$ cat config.mk
export PLATFORM = sky130hd
export DESIGN_NAME = swgc_front_flat
export DESIGN_NICKNAME = d
export VERILOG_FILES = /design/src/sv/swgc_pkg.sv /design/src/sv/swgc_if.sv /design/src/sv/swgc_front.sv /design/src/flat_wrapper.sv
export SDC_FILE = /design/constraint.sdc
export NUM_CORES = 1
export LEC_CHECK = 0
export BUFFER_PORTS_ARGS = -buffer_cell sky130_fd_sc_hd__buf_2
export CORE_AREA = 3 3 40 42
export CTS_BUF_LIST = sky130_fd_sc_hd__clkbuf_2
export CTS_CLUSTER_DIAMETER = 30
export DETAILED_ROUTE_END_ITERATION = 6
export DIE_AREA = 0 0 43 45
export PLACE_DENSITY_LB_ADDON = 0.05
export SLEW_MARGIN = 40
export SYNTH_ARGS = -nofsm -noshare
export SYNTH_HDL_FRONTEND = slang
export SYNTH_SLANG_ARGS = --single-unit
$ cat constraint.sdc
create_clock -name clock -period 1.7 [get_ports clock]
set_input_delay 0.17 -clock clock [delete_from_list [all_inputs] [get_ports clock]]
set_output_delay 0.17 -clock clock [all_outputs]
set_load 0.01 [all_outputs]
$ cat src/sv/swgc_pkg.sv
// ----------------------------------------------------------------------------
// Sliding-window GC content: shared package
// Field widths, character codes, queue entry type and the IUPAC weight table.
// ----------------------------------------------------------------------------
package swgc_pkg;

   localparam int BYTE_W   = 8;
   localparam int WS_W     = 13;
   localparam int IDX_W    = 32;
   localparam int WEIGHT_W = 14;
   localparam int FRAC_W   = 16;
   localparam int WS_RESET = 100;
   localparam int QUEUE_DEPTH = 4;

   localparam logic [BYTE_W-1:0] CH_HEADER  = 8'h3E;  // '>'
   localparam logic [BYTE_W-1:0] CH_NEWLINE = 8'h0A;  // '\n'
   localparam logic [BYTE_W-1:0] CH_N       = 8'h4E;  // 'N'
   localparam logic [BYTE_W-1:0] CH_S       = 8'h53;  // 'S'
   localparam logic [BYTE_W-1:0] CH_W       = 8'h57;  // 'W'

   // One request handed from the front end to the window engine.
   typedef struct packed {
      logic [BYTE_W-1:0] data_byte;
      logic              clear;
      logic              symbol;
   } entry_type;

   typedef struct packed {
      logic [1:0] gc;
      logic [1:0] at;
   } weight_type;

   function automatic weight_type symbol_weights(input logic [BYTE_W-1:0] b);
      logic [BYTE_W-1:0] u;
      weight_type        w;
      u = b;
      if (b >= "a" && b <= "z") begin
         u = b - 8'h20;
      end
      unique case (u)
         "C", "G":           w = '{gc: 2'd1, at: 2'd0};
         "A", "T":           w = '{gc: 2'd0, at: 2'd1};
         CH_S:               w = '{gc: 2'd2, at: 2'd0};
         CH_W:               w = '{gc: 2'd0, at: 2'd2};
         "M", "R", "Y", "K": w = '{gc: 2'd1, at: 2'd1};
         "V", "B":           w = '{gc: 2'd2, at: 2'd1};
         "H", "D":           w = '{gc: 2'd1, at: 2'd2};
         CH_N:               w = '{gc: 2'd2, at: 2'd2};
         default:            w = '{gc: 2'd0, at: 2'd0};
      endcase
      return w;
   endfunction

endpackage

$ cat src/sv/swgc_if.sv
// ----------------------------------------------------------------------------
// Sliding-window GC content: channel interfaces
// Valid/ready channels for the byte requests and the window results.
// ----------------------------------------------------------------------------
interface swgc_req_if;
   logic                          valid;
   logic                          ready;
   logic [swgc_pkg::BYTE_W-1:0]   data_byte;
   logic                          new_file;

   modport source (output valid, output data_byte, output new_file, input ready);
   modport sink   (input valid, input data_byte, input new_file, output ready);
endinterface


$ cat src/sv/swgc_front.sv
// ----------------------------------------------------------------------------
// Sliding-window GC content: front end
// Tracks FASTA header and line-start state and queues sequence symbols.
// ----------------------------------------------------------------------------
module swgc_front (
   input  logic                clock,
   input  logic                reset,
   input  logic                stream_clear,
   swgc_req_if.sink            req,
   output logic                push,
   output swgc_pkg::entry_type push_data,
   input  logic                full
);

   logic header_mode_ff, header_mode_in;
   logic line_start_ff, line_start_in;
   logic accept;
   logic hm_eff, ls_eff;
   logic is_symbol;

   assign req.ready = !full;
   assign accept    = req.valid && !full;

   always_comb begin
      // A new file clears the parser state before the byte is looked at.
      hm_eff         = req.new_file ? 1'b0 : header_mode_ff;
      ls_eff         = req.new_file ? 1'b1 : line_start_ff;
      header_mode_in = header_mode_ff;
      line_start_in  = line_start_ff;
      is_symbol      = 1'b0;
      priority if (req.data_byte == swgc_pkg::CH_NEWLINE) begin
         header_mode_in = 1'b0;
         line_start_in  = 1'b1;
      end else if (ls_eff && req.data_byte == swgc_pkg::CH_HEADER) begin
         header_mode_in = 1'b1;
         line_start_in  = 1'b0;
      end else begin
         header_mode_in = hm_eff;
         line_start_in  = ls_eff;
         is_symbol      = !hm_eff;
      end
      if (!accept) begin
         header_mode_in = header_mode_ff;
         line_start_in  = line_start_ff;
      end
   end

   assign push                = accept && (is_symbol || req.new_file);
   assign push_data.data_byte = req.data_byte;
   assign push_data.clear     = req.new_file;
   assign push_data.symbol    = is_symbol;

   always_ff @(posedge clock) begin
      if (reset || stream_clear) begin
         header_mode_ff <= 1'b0;
         line_start_ff  <= 1'b1;
      end else begin
         header_mode_ff <= header_mode_in;
         line_start_ff  <= line_start_in;
      end
   end

endmodule

$ cat src/flat_wrapper.sv
// flat-port wrapper written by rule: the top's interface ports become plain ports
module swgc_front_flat 
  (clock, reset, stream_clear, push, push_data, full, req_valid, req_data_byte, req_new_file, req_ready);
  swgc_req_if req_i ();
  input  logic clock;
  input  logic reset;
  input  logic stream_clear;
  output logic push;
  output swgc_pkg::entry_type push_data;
  input  logic full;
  input wire logic [$bits(req_i.valid)-1:0] req_valid;
  input wire logic [$bits(req_i.data_byte)-1:0] req_data_byte;
  input wire logic [$bits(req_i.new_file)-1:0] req_new_file;
  output wire logic [$bits(req_i.ready)-1:0] req_ready;
  assign req_i.valid = req_valid;
  assign req_i.data_byte = req_data_byte;
  assign req_i.new_file = req_new_file;
  assign req_ready = req_i.ready;
  swgc_front u_core (.clock(clock), .reset(reset), .stream_clear(stream_clear), .req(req_i), .push(push), .push_data(push_data), .full(full));
endmodule
Word-level counts from Yosys, hierarchy flattened. Index checks and enable logic that the tools add are counted.

Bits in registers: 2. Latch bits: 0. Bits in writable memories: 0. ROM bits: 0. Input port bits: 14. Word-level logic and storage cells: 19. Memories: 0.

Add/subtract/negate cells: 0. $mul: 0. Div/mod/pow operators: 0. Order comparisons: 0. Equal/unequal tests: 2. Shift-type cells: 0. Muxes and demuxes: 8. Bitwise logic cells: 0. Reduce and logical (&&, ||, !) cells: 7.

Operator list (count): $eq A8 B4 Y1 const B (1); $eq A8 B6 Y1 const B (1); $mux W1 (8); $logic_and A1 B1 Y1 (3); $logic_not A1 Y1 (2); $logic_or A1 B1 Y1 (2).

Depth between registers and ports, before layout. Gate-level depths: netlist of the first run.

Depth after elaboration: 6. Gate-level depth with buffers: 4. Depth with buffers taken out: 3.

Worst setup path before layout of the first run. Ideal clock, no wire load.

Kind: register -> output. Start point: reg u_core.line_start_ff. End point: out push_data[0] (netlist name). Arrival: 1096 ps. Data required time: 1530 ps. Setup slack: 434 ps. Cell stages (with the launch flop): 5. Path buffers: 1. Path through: dfxtp_1 o2111a_1 or2_2 a31oi_1 buf_4.

Cells in the longest elaborated chain, start to end: 4.

Ends and longest elaborated chain: from (decl) (line swgc_front.sv:16) `logic line_start_ff, line_start_in;`; from (signal assigned) (line swgc_front.sv:59) `line_start_ff <= line_start_in;`; $mux W1 (line swgc_front.sv:27) `ls_eff = req.new_file ? 1'b1 : line_start_ff;`; $logic_and A1 B1 Y1 (line swgc_front.sv:34) `end else if (ls_eff && req.data_byte == swgc_pkg::CH_HEADER) begin`; $mux W1 (line swgc_front.sv:34); $mux W1 (line swgc_front.sv:31) `priority if (req.data_byte == swgc_pkg::CH_NEWLINE) begin`; to (decl) (line flat_wrapper.sv:9) `output swgc_pkg::entry_type push_data;`.

No other way between the ends.

==> results of run 1 <==
report_power, final:
group	total [mW]	internal, mW	switching (mW)	leakage (nW)
Sequential	0.0473	0.0473	0.0000110	0.0161
Combinational	0.0592	0.0272	0.0320	0.164
Clock	0.0738	0.0469	0.0269	0.0125
state kept, by name, indices dropped and copies added (netlist names):
name and cells:
u_core.header_mode_ff 1, u_core.line_start_ff 1
stage by stage:
step                setup WS, ns  instance area (um^2)    util  cells  hold slack [ns]
floorplan                 0.4344                 290.3       -     34           0.3666
global placement          0.3449                 359.1  0.2795     64           0.5325
detailed placement        0.3565                 359.1  0.2795     64           0.5402
CTS                       0.1566                 374.1  0.2911     67           0.3309
global route             0.09613                 374.1  0.2911     67           0.3459
finish                    0.1837                 374.1  0.2911     67           0.3507
metal layers:
layer  global-route usage  vias up  wire (um)
met5                    0        -          0
met4              0.07229        0          0
met3              0.02789        0         70
met2               0.1527       14        424
met1              0.08612      140        329
li1                     -      160          -
cell type report:
type / instances / area, um^2
Clock buffer: 3 / 15.01
Fill cell: 135 / 910.9
Inverter: 2 / 7.507
Multi-Input combinational cell: 20 / 167.7
Sequential cell: 2 / 40.04
Tap cell: 15 / 18.77
Timing Repair Buffer: 25 / 125.1
logic make-up (layout without fill, tap and decap cells):
logic type | Yosys count | count (layout)
AND/OR/NAND/NOR | 14 | 14
buffers and inverters | 12 | 30
AO/OA/AOI/OAI | 6 | 6
flip-flops | 2 | 2
tightest hold or removal path: stages:
cell and delay, ns:
buf_2 0.11, or4_1 0.10, o211a_1 0.12
placed cells by master, fill, tap and decap left out:
cell,n
buf_2,25
clkbuf_2,3
inv_1,2
nor4b_1,2
a31o_2,2
and3_1,2
or4_1,2
dfxtp_1,2
nor4b_4,1
nor3_1,1
o2111a_1,1
or2_2,1
and2b_1,1
a31oi_1,1
nor2b_1,1
o2111ai_1,1
and3b_1,1
nand3_1,1
nand4_1,1
o211a_1,1
worst paths after layout:
check / from / endpoint / slack (ns) / cells past startpoint
min: reset / u_core.line_start_ff / 0.35 / 3
min reg2reg: u_core.line_start_ff / u_core.line_start_ff / 0.60 / 2
max: u_core.line_start_ff / push_data[0] / 0.18 / 4
max reg2reg: u_core.line_start_ff / u_core.header_mode_ff / 0.53 / 3
==> results.md, run 1 <==
- Outcome: completed
- CP max-delay cell: dfxtp_1
- Routed length per instance: 12.31 um
- GP Congestion: about 0.73
- Worst Hold Class: primary input to register
- Final TNS setup: 0 ns
- Vias per cell: between 4 and 5
- CTS tree: done
- Required @ worst endpoint: 1.53 ns
- Yosys reg bits: 2
- Drt total wl: about 830 um
- Crit-path leading delay family: compound AO/OA/AOI/OAI gates
- Cts bufs inserted: 3
- Post-synth EDFFs: 0
- Post-synthesis cell count: 34
- Crit-path max cell delay: ~0.31 ns
- Proportion of layout cells with a drive suffix above 1: 0.6154
- Ports: 26
- Main combinational cell family by area after synthesis: simple AND/OR/NAND/NOR gates
- Final ANT Viol Nets: 0
- First-pass GRT wire length: between 1000 and 1500 um
- Distinct cells, synth: 19
- Final-report hold violation count: 0
- Area Growth Syn to Fin: 28.88%
- Postcts setup bufs: 0
- Reg clk slew, reported paths: about 0.030 ns
- Total Routing Usage GR: 0.08804
- Worst slew pin tran: 0.4485 ns
- Fin crit period: between 1.5 and 2 ns
- PwrDens: between 400 and 500 nW/um^2
- Iter 0 DRT Violations: 6
- Nets: ~70
- Setup CP Type: register to output pin
- Startpoint types: register
- Post-synth top area share: 0.2586
- Fraction of synthesized area in multiplexers: 0
- Worst Skew: 0.0005138 ns
- GRT Residual Overflow: 0
- Worst path bufs/invs: 1
- Chip Height: 45 um
- Final slew viol count: 0
- Largest net degree at the start of global routing: 8
- Type of destination of the critical path: output pin
- Ys Warns: 0
- Post-Syn Area per Cell: 8.538 um^2
- Setup Viol. Count Final: 0
- Syn Std Cell Area: 290.3 um^2
- Initial Utilization: 0.2259
- RSZ-0062 raised after global routing: false
- Number of global-route vias before repair: 307
- Compound-Gate Fraction of Synth Area: 0.1853
- Leak: just under 0.2 nW
- Simple-gate portion of the synthesized area: 0.3922
- Biggest area consumer among synthesized cells: buf_4
- PostCTS Resize Cnt: 0
- Post-Synth XOR/XNOR Area: 0
- Worst VDD drop: ~150 uV
- Die W: ~43 um
- Worst-Skew Late Latency: about 0.19 ns
- Maximum clock rate: about 660 MHz
- Post-Synth Adder-Cell Area: 0
- Power Total: roughly 0.18 mW
- Diode count: 0
- Area contributors post-synth: buf_4 26%, dfxtp_1 14%, nor4b_4 8.2%
- CTS sink cnt: 2
- Mapped Nets: 48
- Remaining DRCs: 0
- Async SR Flop Fraction: 0
- CTS hold repair buffers: 0
- Initial antenna violation count: 0
- Clock buffer depth: 2
- Core Footprint: 1285 um^2
- Initial DRT Pass Iterations: 2
- CTS Root Cell: clkbuf_2
- Total number of vias: ~310
- Max-Slew Margin vs Limit: 0.6968
- Cell with the most instances after synthesis: buf_4
- Row cnt: 13
- PortBufs: 25
- Cell Chain, Critical Path: o2111a_1 -> or2_2 -> a31oi_1 -> buf_2
- Fin crit share: 0.8920
- Register area share after synthesis: 0.1379
- Die area: between 1500 and 2000 um^2
- Ys flop type: dfxtp_1
- H-Tree Depth: 1
- Crit path DAT: between 1 and 1.5 ns
- Max Fanout on Critical Path: 3
- # Max-Cap Violations: 0
No activity file was read; power rests on OpenSTA's default activity.
==> run 2, diff against run 1 <==
Settings changed: BUFFER_PORTS_ARGS -buffer_cell sky130_fd_sc_hd__buf_2 to not set, DONT_BUFFER_PORTS set to 1.
==> run 2 against run 1 <==
Register-to-register slack is essentially flat. Die area unchanged. Largest cell class unchanged. Critical path type unchanged. Sequential share of layout area grew 5.4 points. Clock power is 3.5% lower. Count of clock-buffer cells in the layout unchanged. Highest routed layer unchanged.
==> results.md, run 2 (same netlist as run 1, synthesis figures left out) <==
- Outcome: completed
- Final slew viol count: 0
- Type of destination of the critical path: output pin
- CTS tree: done
- Final Instance Area: approximately 250 um^2
- Initial antenna violation count: 0
- Worst hold path endpoint: u_core.line_start_ff
- WHS Path Cells: 2
- Iter 0 DRT Violations: 5
- Reg clk slew, reported paths: 0.03 ns
- Diode count: 0
- Pre-CTS WS: about 0.39 ns
- Final TNS setup: 0 ns
- CTS hold repair buffers: 0
- Worst-Skew Late Latency: about 0.19 ns
- Number of global-route vias before repair: ~260
- Area post-placement: roughly 230 um^2
- Fin crit period: 1.497 ns
- CP max-delay cell: dfxtp_1
- Placed insts: 39
- Ports: 26
- R2R Path End: u_core.header_mode_ff
- Drt total wl: about 700 um
- Startpoint types: register
- Cell Chain, Critical Path: o2111a_1 -> or2_2 -> a31oi_1
- Core Footprint: around 1300 um^2
- Largest net degree at the start of global routing: 8
- Setup Viol. Count Final: 0
- Max-Slew Margin vs Limit: 0.6887
- Fin crit share: 0.8806
- R2R Path Start: u_core.line_start_ff
- Worst R2R Setup Slack: 0.52 ns
- Fillers: about 140
- Proportion of layout cells with a drive suffix above 1: 0.2593
- Chip Height: around 45 um
- Setup WS post-layout: approximately 0.20 ns
- Hold_ws: 0.1896 ns
- GRT Residual Overflow: 0
- Final ANT Viol Nets: 0
- Post-route insts no fill: 42
- Leak: approximately 0.095 nW
- Worst slew pin tran: approximately 0.46 ns
- Clock buffer depth: 2
- Crit-path max cell delay: between 0.3 and 0.4 ns
- Nets: 43
- Routed length per instance: ~17 um
- Total number of vias: 227
- Register area: between 40 and 50 um^2
- Die W: roughly 43 um
- H-Tree Depth: 1
- Row cnt: 13
- CTS sink cnt: 2
- CP startpoint: u_core.line_start_ff
- Area Growth Syn to Fin: -14.22%
- # Max-Cap Violations: 0
- CTS Root Cell: clkbuf_2
- R2R cell count: 3
- Top Registers: u_core.header_mode_ff (1), u_core.line_start_ff (1)
- Vias per cell: roughly 5.4
- PostCTS Resize Cnt: 0
- Area of the multi-input gates: between 150 and 200 um^2
- Total Routing Usage GR: 0.08146
- Worst Hold Class: primary input to register
- First-pass GRT wire length: between 1000 and 1500 um
- Hold Startpoint: req_data_byte[1]
- Die area: between 1500 and 2000 um^2
- Cts bufs inserted: 3
- RSZ-0062 raised after global routing: false
- Commonest non-fill, non-tap cell in the layout: clkbuf_2
- PortBufs: 0
- GP Congestion: between 0.6 and 0.7
- Initial Utilization: 0.2259
- Max Fanout on Critical Path: 3
- Crit path DAT: ~1.3 ns
- Required @ worst endpoint: 1.53 ns
- Core Util, Final: 0.1938
- PwrDens: around 540 nW/um^2
- Power Total: ~0.13 mW
- Initial DRT Pass Iterations: 4
- Worst VDD drop: 174.7 uV
- Setup CP Type: register to output pin
- Remaining DRCs: 0
- Worst Skew: between 0.002 and 0.0025 ns
- Postcts setup bufs: 0
- Final-report hold violation count: 0
- Maximum clock rate: 668.0 MHz
## run 2: cell types whose count changed in the layout (fill, tap and decap cells not counted), sizes merged
cell / delta
buf: -25
## run 2: critical path: cells and delay by family (launching register included)
kind             cells  cell delay, ns
AO/OA/AOI/OAI        2            0.56
flip-flops           1            0.31
AND/OR/NAND/NOR      1            0.27
## run 2: worst max-delay path by stage
stage,end,slack (ns)
2_1_floorplan,push_data[0],0.43
3_3_place_gp,push_data[0],0.40
3_5_place_dp,push_data[0],0.39
4_1_cts,push_data[0],0.18
5_1_grt,push_data[0],0.12
6_report,push_data[0],0.20
## run 2: per-layer routing
metal / GRT usage / vias up / share of wire
met5: 0 / - / 0
met4: 0.07229 / 0 / 0
met3: 0.04781 / 0 / 0.15
met2: 0.1018 / 14 / 0.46
met1: 0.09592 / 106 / 0.39
li1: - / 107 / -
## run 2: report_power, final
part,leakage [nW],internal (mW),switching (mW)
clock network,0.0125,0.0467,0.0245
logic,0.0666,0.00774,0.00716
registers,0.0161,0.0474,0.0000121
total,0.0952,0.102,0.0317
## run 2: layout make-up
type	instances	area share
flip-flops and latches	2	0.1608
clock buffers	3	0.06030
multi-input cells	20	0.6734
well taps	15	0.07538
inverters	2	0.03015
