[src/sv/swgc_pkg.sv]
// ----------------------------------------------------------------------------
// Sliding-window GC content: shared package
// Field widths, character codes, queue entry type and the IUPAC weight table.
// ----------------------------------------------------------------------------
package swgc_pkg;

   localparam int BYTE_W   = 8;
   localparam int WS_W     = 13;
   localparam int IDX_W    = 32;
   localparam int WEIGHT_W = 14;
   localparam int FRAC_W   = 16;
   localparam int WS_RESET = 100;
   localparam int QUEUE_DEPTH = 4;

   localparam logic [BYTE_W-1:0] CH_HEADER  = 8'h3E;  // '>'
   localparam logic [BYTE_W-1:0] CH_NEWLINE = 8'h0A;  // '\n'
   localparam logic [BYTE_W-1:0] CH_N       = 8'h4E;  // 'N'
   localparam logic [BYTE_W-1:0] CH_S       = 8'h53;  // 'S'
   localparam logic [BYTE_W-1:0] CH_W       = 8'h57;  // 'W'

   // One request handed from the front end to the window engine.
   typedef struct packed {
      logic [BYTE_W-1:0] data_byte;
      logic              clear;
      logic              symbol;
   } entry_type;

   typedef struct packed {
      logic [1:0] gc;
      logic [1:0] at;
   } weight_type;

   function automatic weight_type symbol_weights(input logic [BYTE_W-1:0] b);
      logic [BYTE_W-1:0] u;
      weight_type        w;
      u = b;
      if (b >= "a" && b <= "z") begin
         u = b - 8'h20;
      end
      unique case (u)
         "C", "G":           w = '{gc: 2'd1, at: 2'd0};
         "A", "T":           w = '{gc: 2'd0, at: 2'd1};
         CH_S:               w = '{gc: 2'd2, at: 2'd0};
         CH_W:               w = '{gc: 2'd0, at: 2'd2};
         "M", "R", "Y", "K": w = '{gc: 2'd1, at: 2'd1};
         "V", "B":           w = '{gc: 2'd2, at: 2'd1};
         "H", "D":           w = '{gc: 2'd1, at: 2'd2};
         CH_N:               w = '{gc: 2'd2, at: 2'd2};
         default:            w = '{gc: 2'd0, at: 2'd0};
      endcase
      return w;
   endfunction

endpackage

[src/sv/swgc_fifo.sv]
// ----------------------------------------------------------------------------
// Sliding-window GC content: request queue
// Short FIFO that decouples the byte classifier from the window engine.
// ----------------------------------------------------------------------------
module swgc_fifo (
   input  logic                clock,
   input  logic                reset,
   input  logic                push,
   input  swgc_pkg::entry_type push_data,
   output logic                full,
   input  logic                pop,
   output swgc_pkg::entry_type pop_data,
   output logic                empty
);

   localparam int PTR_W = $clog2(swgc_pkg::QUEUE_DEPTH);

   swgc_pkg::entry_type entry_ff [swgc_pkg::QUEUE_DEPTH];
   logic [PTR_W-1:0]    wr_ptr_ff, wr_ptr_in;
   logic [PTR_W-1:0]    rd_ptr_ff, rd_ptr_in;
   logic [PTR_W:0]      count_ff, count_in;
   logic                do_push, do_pop;

   assign full     = (count_ff == (PTR_W+1)'(swgc_pkg::QUEUE_DEPTH));
   assign empty    = (count_ff == '0);
   assign do_push  = push && !full;
   assign do_pop   = pop && !empty;
   assign pop_data = entry_ff[rd_ptr_ff];

   always_comb begin
      wr_ptr_in = do_push ? wr_ptr_ff + 1'b1 : wr_ptr_ff;
      rd_ptr_in = do_pop  ? rd_ptr_ff + 1'b1 : rd_ptr_ff;
      count_in  = count_ff;
      if (do_push && !do_pop) begin
         count_in = count_ff + 1'b1;
      end else if (do_pop && !do_push) begin
         count_in = count_ff - 1'b1;
      end
   end

   always_ff @(posedge clock) begin
      if (do_push) begin
         entry_ff[wr_ptr_ff] <= push_data;
      end
   end

   always_ff @(posedge clock) begin
      if (reset) begin
         wr_ptr_ff <= '0;
         rd_ptr_ff <= '0;
         count_ff  <= '0;
      end else begin
         wr_ptr_ff <= wr_ptr_in;
         rd_ptr_ff <= rd_ptr_in;
         count_ff  <= count_in;
      end
   end

endmodule

[config.mk]
export PLATFORM = sky130hd
export DESIGN_NAME = swgc_fifo
export DESIGN_NICKNAME = d
export VERILOG_FILES = /design/src/sv/swgc_pkg.sv /design/src/sv/swgc_fifo.sv
export SDC_FILE = /design/constraint.sdc
export NUM_CORES = 1
export LEC_CHECK = 0
export ABC_AREA = 0
export BUFFER_PORTS_ARGS = -buffer_cell sky130_fd_sc_hd__buf_2
export CAP_MARGIN = 20
export CORE_MARGIN = 3
export CORE_UTILIZATION = 27
export DETAILED_ROUTE_END_ITERATION = 8
export PLACE_DENSITY = 0.49
export SYNTH_ARGS = -nofsm -noshare
export SYNTH_HDL_FRONTEND = slang
export SYNTH_SLANG_ARGS = --single-unit
[constraint.sdc]
create_clock -name clock -period 6.1 [get_ports clock]
set_clock_uncertainty 0.1 [all_clocks]
set_input_delay 0.305 -clock clock [delete_from_list [all_inputs] [get_ports clock]]
set_output_delay 0.305 -clock clock [all_outputs]
set_load 0.005 [all_outputs]
Yosys cells after proc, flatten, opt, wreduce, memory -nomap -nowiden
Memory sizes are Yosys's and may differ from the RTL's. A register that Yosys moved wholly into a read port is not among the register bits.
Index checks and enable logic that the tools add are counted.
{"block": "word_totals", "ff_bits": 7, "ram_bits": 40, "input_bits": 14, "out_inout_bits": 12, "mem_count": 1}
{"block": "classes", "add_sub_neg": 4, "n_eq_ne": 1, "muxes": 6, "n_reduce_logical": 10}
{"name": "entry_ff", "words": 4, "word_bits": 10, "read_ports": 1, "rd_clocked_by_memory_dff": 1, "wr": 1, "line": "swgc_fifo.sv:18", "source": "swgc_pkg::entry_type entry_ff [swgc_pkg::QUEUE_DEPTH];"}
{"op": "$mux W3", "n": 2}
{"op": "$add A2 B1 Y2 const B", "n": 2}
{"op": "$logic_and A1 B1 Y1", "n": 4}
{"op": "$logic_not A1 Y1", "n": 4}
{"op": "$mux W2", "n": 2}
{"op": "$add A3 B1 Y3 const B", "n": 1}
{"op": "$eq A3 B3 Y1 const B", "n": 1}
{"op": "$logic_not A3 Y1", "n": 1}
{"op": "$sub A3 B1 Y3 const B", "n": 1}
{"op": "$mux W1", "n": 2}
{"op": "$reduce_bool A2 Y1", "n": 1}

Depth between registers and ports, before layout
Gate-level depths: netlist of the first run.
{"block": "logic_depth", "word_depth": 7, "mapped_depth": 8, "depth_no_buf": 8}

Least setup slack after synthesis of the first run
Ideal clock, no wire load.
{"block": "synth_path", "kind": "register to register", "start": "register count_ff[0]", "end": "register count_ff[2]", "t_arrival_ns": 1.894, "required_time_ns": 5.930, "path_slack_ns": 4.036, "path_stages_with_launch": 9, "path_buffers": 0, "path_cell_list": "dfxtp_1 > nor3b_2 > nor2_2 > ha_1 > inv_1 > fa_1 > xor2_1 > or3_1 > a21oi_1"}
{"block": "synth_between", "elab_chain_len": 6, "elab_cells_between_ends": 15, "cone_classes": "add/sub (2); eq/ne (1); mux (2); reduce/logical (10)"}
{"item": "start, declared", "line": "swgc_fifo.sv:21", "source": "logic [PTR_W:0] count_ff, count_in;"}
{"item": "start signal, assigned", "line": "swgc_fifo.sv:55", "source": "count_ff <= count_in;"}
{"item": "$eq A3 B3 Y1 (*)", "line": "swgc_fifo.sv:24", "source": "assign full = (count_ff == (PTR_W+1)'(swgc_pkg::QUEUE_DEPTH));"}
{"item": "named net full", "line": "swgc_fifo.sv:10", "source": "output logic full,"}
{"item": "$logic_not A1 Y1 (*)", "line": "swgc_fifo.sv:26", "source": "assign do_push = push && !full;"}
{"item": "$logic_and A1 B1 Y1 (*)", "line": "swgc_fifo.sv:26"}
{"item": "named net do_push", "line": "swgc_fifo.sv:22", "source": "logic do_push, do_pop;"}
{"item": "$logic_not A1 Y1", "line": "swgc_fifo.sv:36", "source": "end else if (do_pop && !do_push) begin"}
{"item": "$logic_and A1 B1 Y1", "line": "swgc_fifo.sv:36"}
{"item": "$reduce_bool A2 Y1 (no source line)"}
Mark *: on every way through the listed nets, which the timed path passes. The rest lies on a longest branch. The select of a mux whose other input is x is not followed.
A chain may end at the register's enable or synchronous reset.

Final worst setup path of the first run
{"block": "layout_path", "start": "register count_ff[0]", "end": "register count_ff[2]"}
{"block": "layout_between", "elab_chain_len": 6, "elab_cells_between_ends": 15, "cone_classes": "add/sub (2); eq/ne (1); mux (2); reduce/logical (10)"}
{"item": "$eq A3 B3 Y1 (*)", "line": "swgc_fifo.sv:24"}
{"item": "$logic_not A1 Y1 (*)", "line": "swgc_fifo.sv:26"}
{"item": "$logic_and A1 B1 Y1 (*)", "line": "swgc_fifo.sv:26"}
{"item": "named net do_push", "line": "swgc_fifo.sv:22"}
{"item": "$logic_not A1 Y1", "line": "swgc_fifo.sv:36"}
{"item": "$logic_and A1 B1 Y1", "line": "swgc_fifo.sv:36"}
{"item": "$reduce_bool A2 Y1 (no source line)"}
Marked as above.

==> flow_metrics.py, run 1 <==
metrics = {
    "synth": {
        "seq_area_frac_synth": 0.723,
        "syn_inst": 100,
        "syn-cell-area_sq_um": 1910,
        "syn_avg_cell_area_sq_um": 19.1,
        "yosysTopAreaCell": "edfxtp_1",
        "ys_ff_latch": 49,
        "synth_cell_types": 22,
        "syn_nets": 120,
        "yosysWarnings": 0,
        "yosys-top-cells-area": "edfxtp_1 (63%), mux4_2 (12%), dfxtp_1 (9.4%)",
        "yosysTopAreaCellShare": 0.629,
    },
    "pwr": {
        "power_w": 0.000868,
        "ir_worst_vdd_uv": 167,
        "p_seq_frac": 0.523,
        "p_leak_nw": 0.786,
        "power_frac_comb": 0.217,
        "powerDensity_nw_per_um2": 386,
        "p_switching_w": 0.000231,
        "sw_frac_of_total": 0.265,
        "p_int_w": 0.000638,
        "clock_power_share": 0.261,
    },
    "hold_path": {
        "whs_path_depth": 1,
        "hp-class": "in2reg",
    },
    "sta": {
        "relSlewSlack": 0.514,
        "rsz0062_at_grt": "false",
        "max_freq_mhz": 437,
        "period_minus_slack_ns": 2.29,
        "slew_viol_final": 0,
        "setup_viol": 0,
        "worst_slack_ns": 3.81,
        "worst-slew-pin-transition_ns": 0.728,
        "fin_crit_sh": 0.375,
        "finalHoldViolCount": 0,
        "setup_tns_ns": 0,
    },
    "die": {
        "io_pins": 26,
        "core-area_sq_um": 6830,
        "dieWidth_microns": 90.1,
        "fp-row-count": 30,
        "die_h_microns": 90.1,
        "design.die.area_sq_um": 8120,
        "start_util": 0.279,
    },
    "setup_path": {
        "path_delay_family": "simple AND/OR/NAND/NOR gates",
        "required_ns": 6.23,
        "r2r.worst_path.cells": 8,
        "slowest_stage": "dfxtp_1",
        "max_stage_delay_ns": 0.50,
        "cp.buffers_inverters": 1,
        "crit_path_end_kind": "flip-flop",
        "cp.arrival_ns": 2.42,
        "cp_max_fo": 6,
        "critPathLaunchType": "flip-flop",
        "path_class": "reg2reg",
        "worstPathCellList": "nor3b_2 > nor2_2 > ha_1 > inv_1 > fa_1 > xor2_1 > or3_1 > a21oi_1",
        "path_depth": 8,
    },
    "cells_and_area": {
        "layout_common_cells": "edfxtp_1 (40), buf_2 (25), mux4_2 (10)",
        "final_area_sq_um": 2250,
        "drive_gt1_frac": 0.354,
        "final_common_cell": "edfxtp_1",
        "n_fill_cell": 697,
        "fin_nets": 149,
        "area_growth_pct": 17.9,
        "num_antenna_cells": 0,
    },
    "routing": {
        "via_count": 950,
        "drtPass1Iterations": 4,
        "drt_drc_violations_left": 0,
        "ant_nets": 0,
        "wl_microns": 3220,
        "vias_per_cell": 4.20,
        "routedWlPerCell_microns": 14.2,
        "drt_first_iter_violations": 64,
    },
    "clock_tree": {
        "clk_pin_slew_worst_paths_ns": 0.09,
        "cts_tree": "yes",
        "cts.sinks": 49,
        "root_buffer": "clkbuf_8",
        "post_cts_buffers": 0,
        "cts_resized": 0,
        "cts_buffers": 5,
        "htree_levels": 2,
        "insertion_delay_ns": 0.29,
        "cts_hold_buf": 0,
        "cts_buffer_depth": 2,
    },
    "job": {
        "maxCapViolations": 0,
    },
    "grt": {
        "grt_max_degree": 17,
        "grt-ovfl-total": 0,
        "grt_pass1_wl_microns": 5350,
        "grt_pass1_vias": 1057,
        "grtUsageTotal": 0.0868,
        "antenna_found_initial": 0,
    },
    "placed_design": {
        "dp_hpwl_microns": 2180,
        "place_ws_ns": 3.82,
        "port_buffers": 25,
        "placed_cell_area_sq_um": 2140,
        "gp_congestion": 0.747,
    },
    "outcome": {
        "status": "completed",
    },
}
## per-stage QoR
step                      instances  hold slack (ns)  utilization
after detailed placement        218            0.421        0.313
after global placement          218            0.396        0.313
after global routing            226            0.100        0.329
final                           226            0.114        0.329
after CTS                       226            0.108        0.329
after floorplan                 100            0.304            -
## power groups by stage
stage | sequential, W | combinational (W) | clock, W
final | 0.000454 | 0.000188 | 0.000226
after global routing | 0.000463 | 0.000212 | 0.000251
after CTS | 0.000457 | 0.000193 | 0.000236
after detailed placement | 0.000464 | 0.000192 | 0
after global placement | 0.000460 | 0.000187 | 0
after floorplan | 0.000432 | 0.000150 | 0
## synth_stat cells
cell type,count
o21ai_0,2
ha_1,5
nor2_2,1
dfxtp_1,9
o311ai_1,1
nand2b_1,2
buf_4,1
edfxtp_1,40
nor3_1,1
or3_1,2
mux2i_1,2
and2_1,4
clkbuf_1,1
nor2_1,5
fa_1,1
clkbuf_2,1
inv_1,4
a21oi_1,2
o31ai_2,1
mux4_2,10
nor3b_2,1
xor2_1,4
## logic make-up (layout without fill, tap and decap cells)
family | after synthesis | after routing | synth area share
muxes | 12 | 12 | 0.128
buffers and inverters | 7 | 37 | 0.0164
and+or+nand+nor | 16 | 16 | 0.0485
AOI/OAI and AO/OA | 6 | 6 | 0.0216
DFF | 49 | 49 | 0.723
xor gates and xnor gates | 4 | 4 | 0.0183
adders and majority gates | 6 | 6 | 0.0433
## flip-flops by register name, summed over array words and instances, names as in the netlist, named ones only
| register | count |
|---|---|
| rd_ptr_ff | 2 |
| count_ff | 3 |
| entry_ff | 40 |
| wr_ptr_ff | 2 |
## per-layer routing
metal  wire, microns  track usage
met2            1570        0.136
met5               0            0
met4              46       0.0306
met1            1370        0.107
met3             226       0.0377
## path summary, 6_finish.rpt
path                                    from              to  slack, ns
worst max-delay path             count_ff[0]     count_ff[2]       3.81
worst min-delay path            push_data[1]  entry_ff[3][1]       0.11
worst max register to register   count_ff[0]     count_ff[2]       3.81
worst min register to register  wr_ptr_ff[0]    wr_ptr_ff[0]       0.43
## final cells by class
class / instances / area, sq um / area share
sequential: 49 / 1380 / 0.614
multi-input combinational: 44 / 497 / 0.221
timing repair buffer: 25 / 125 / 0.0556
clock buffer: 5 / 68.8 / 0.0306
tap: 96 / 120 / 0.0534
inverter: 4 / 15.0 / 0.00667
clock inverter: 3 / 43.8 / 0.0195
Power figures use the tool's default switching activity.
==> run 2: changes to the inputs <==
==> constraint.sdc (replaced) <==
create_clock -name clock -period 2.31 [get_ports clock]
set_clock_uncertainty 0.1 [all_clocks]
set_input_delay 0.1155 -clock clock [delete_from_list [all_inputs] [get_ports clock]]
set_output_delay 0.1155 -clock clock [all_outputs]
set_load 0.005 [all_outputs]
==> flow_metrics.py, run 2 (same netlist as run 1, synthesis figures left out) <==
metrics = {
    "clock_tree": {
        "root_buffer": "clkbuf_8",
        "insertion_delay_ns": 0.29,
        "cts_buffer_depth": 2,
        "cts_buffers": 5,
        "cts_tree": "yes",
        "clk_pin_slew_worst_paths_ns": 0.08,
        "cts.sinks": 49,
        "htree_levels": 2,
    },
    "setup_path": {
        "ff2ff_setup_slack_ns": 0.15,
        "path_class": "reg2reg",
        "critPathLaunchType": "flip-flop",
        "cp_max_fo": 6,
        "required_ns": 2.44,
        "cp.arrival_ns": 2.29,
        "crit_path_end_kind": "flip-flop",
    },
    "placed_design": {
        "dp_hpwl_microns": 2350,
        "placed_cell_area_sq_um": 2150,
        "dp_cells": 220,
        "port_buffers": 25,
        "gp_congestion": 0.735,
        "place_ws_ns": 0.0667,
    },
    "pwr": {
        "sw_frac_of_total": 0.282,
        "p_leak_nw": 0.831,
        "powerDensity_nw_per_um2": 946,
        "power_frac_comb": 0.256,
        "p_switching_w": 0.000632,
        "p_seq_frac": 0.528,
        "p_int_w": 0.00161,
        "ir_worst_vdd_uv": 448,
        "clock_power_share": 0.216,
    },
    "die": {
        "dieWidth_microns": 90.1,
        "start_util": 0.279,
        "fp-row-count": 30,
        "core-area_sq_um": 6830,
        "die_h_microns": 90.1,
        "io_pins": 26,
        "design.die.area_sq_um": 8120,
    },
    "cells_and_area": {
        "final_area_sq_um": 2360,
        "fin_nets": 162,
        "area_growth_pct": 23.9,
        "final_common_cell": "edfxtp_1",
        "layout_common_cells": "edfxtp_1 (40), buf_2 (25), dlygate4sd3_1 (11)",
        "regMostFlops": "entry_ff",
        "num_antenna_cells": 0,
        "largestRegisters": "entry_ff x40, count_ff x3",
        "drive_gt1_frac": 0.350,
        "finalNonFillerCells": 239,
        "n_fill_cell": 691,
        "largest_reg_flops": 40,
    },
    "sta": {
        "slew_viol_final": 0,
        "finalHoldViolCount": 0,
        "worst-slew-pin-transition_ns": 0.601,
        "max_freq_mhz": 463,
        "setup_tns_ns": 0,
        "rsz0062_at_grt": "false",
        "relSlewSlack": 0.599,
        "fin_crit_sh": 0.934,
        "setup_viol": 0,
        "period_minus_slack_ns": 2.16,
        "worst_slack_ns": 0.152,
    },
    "grt": {
        "grt-ovfl-total": 0,
        "grtUsageTotal": 0.0929,
        "grt_pass1_wl_microns": 5790,
        "antenna_found_initial": 0,
        "grt_pass1_vias": 1149,
        "grt_max_degree": 16,
    },
    "outcome": {
        "status": "completed",
    },
    "routing": {
        "ant_nets": 0,
        "drt_first_iter_violations": 61,
        "vias_per_cell": 4.21,
        "wl_microns": 3440,
        "drtPass1Iterations": 4,
        "routedWlPerCell_microns": 14.4,
        "via_count": 1006,
        "drt_drc_violations_left": 0,
    },
    "hold_path": {
        "hp-class": "in2reg",
    },
    "job": {
        "maxCapViolations": 0,
    },
}
run 2: per-layer routing:
metal	GRT usage	share of wire	vias up
li1	-	-	465
met1	0.110	0.44	511
met2	0.158	0.51	26
met3	0.0335	0.045	4
met4	0.0268	0.0087	0
met5	0	0	-
run 2: worst paths after layout:
path	from	endpoint	cells past startpoint
min reg2reg	wr_ptr_ff[1]	wr_ptr_ff[1]	2
max	count_ff[2]	count_ff[2]	8
max reg2reg	count_ff[2]	count_ff[2]	8
min	pop	rd_ptr_ff[0]	4
run 2: metrics by stage:
step / utilization / total power, W / hold WS (ns)
2_1_floorplan: - / 0.00154 / 0.114
3_3_place_gp: 0.315 / 0.00172 / 0.227
3_5_place_dp: 0.315 / 0.00176 / 0.236
4_1_cts: 0.344 / 0.00226 / 0.104
5_1_grt: 0.346 / 0.00240 / 0.128
6_report: 0.346 / 0.00224 / 0.0966
run 2: power groups by stage:
stage / Sequential (W) / Clock, W / Combinational (W)
3_5_place_dp: 0.00120 / 0 / 0.000565
5_1_grt: 0.00120 / 0.000549 / 0.000646
4_1_cts: 0.00118 / 0.000500 / 0.000581
3_3_place_gp: 0.00118 / 0 / 0.000537
2_1_floorplan: 0.00114 / 0 / 0.000396
6_report: 0.00118 / 0.000484 / 0.000573
run 2: timing repair:
| action | 4_1_cts | 5_1_grt |
|---|---|---|
| endpoints found under the hold margin | 43 | 0 |
| buffers inserted | 0 | 0 |
| hold buffers | 11 | 0 |
| resized for setup | 0 | 4 |
| setup endpoints to repair | 0 | 1 |
run 2: area by class of cell:
| type | count | area, sq um | share of cell area |
|---|---|---|---|
| clock buffer | 5 | 68.8 | 0.0291 |
| inverter | 4 | 15.0 | 0.00635 |
| sequential | 49 | 1380 | 0.585 |
| tap | 96 | 120 | 0.0508 |
| multi-input combinational | 44 | 509 | 0.215 |
| timing repair buffer | 38 | 250 | 0.106 |
| clock inverter | 3 | 17.5 | 0.00741 |
run 2: critical path, cell delays in order, from the launching register on:
cell	delay [ns]
dfxtp_1	0.38
nor3b_2	0.21
nor2_2	0.11
ha_1	0.20
inv_1	0.06
fa_1	0.37
xor2_1	0.16
or3_1	0.34
a21oi_2	0.16
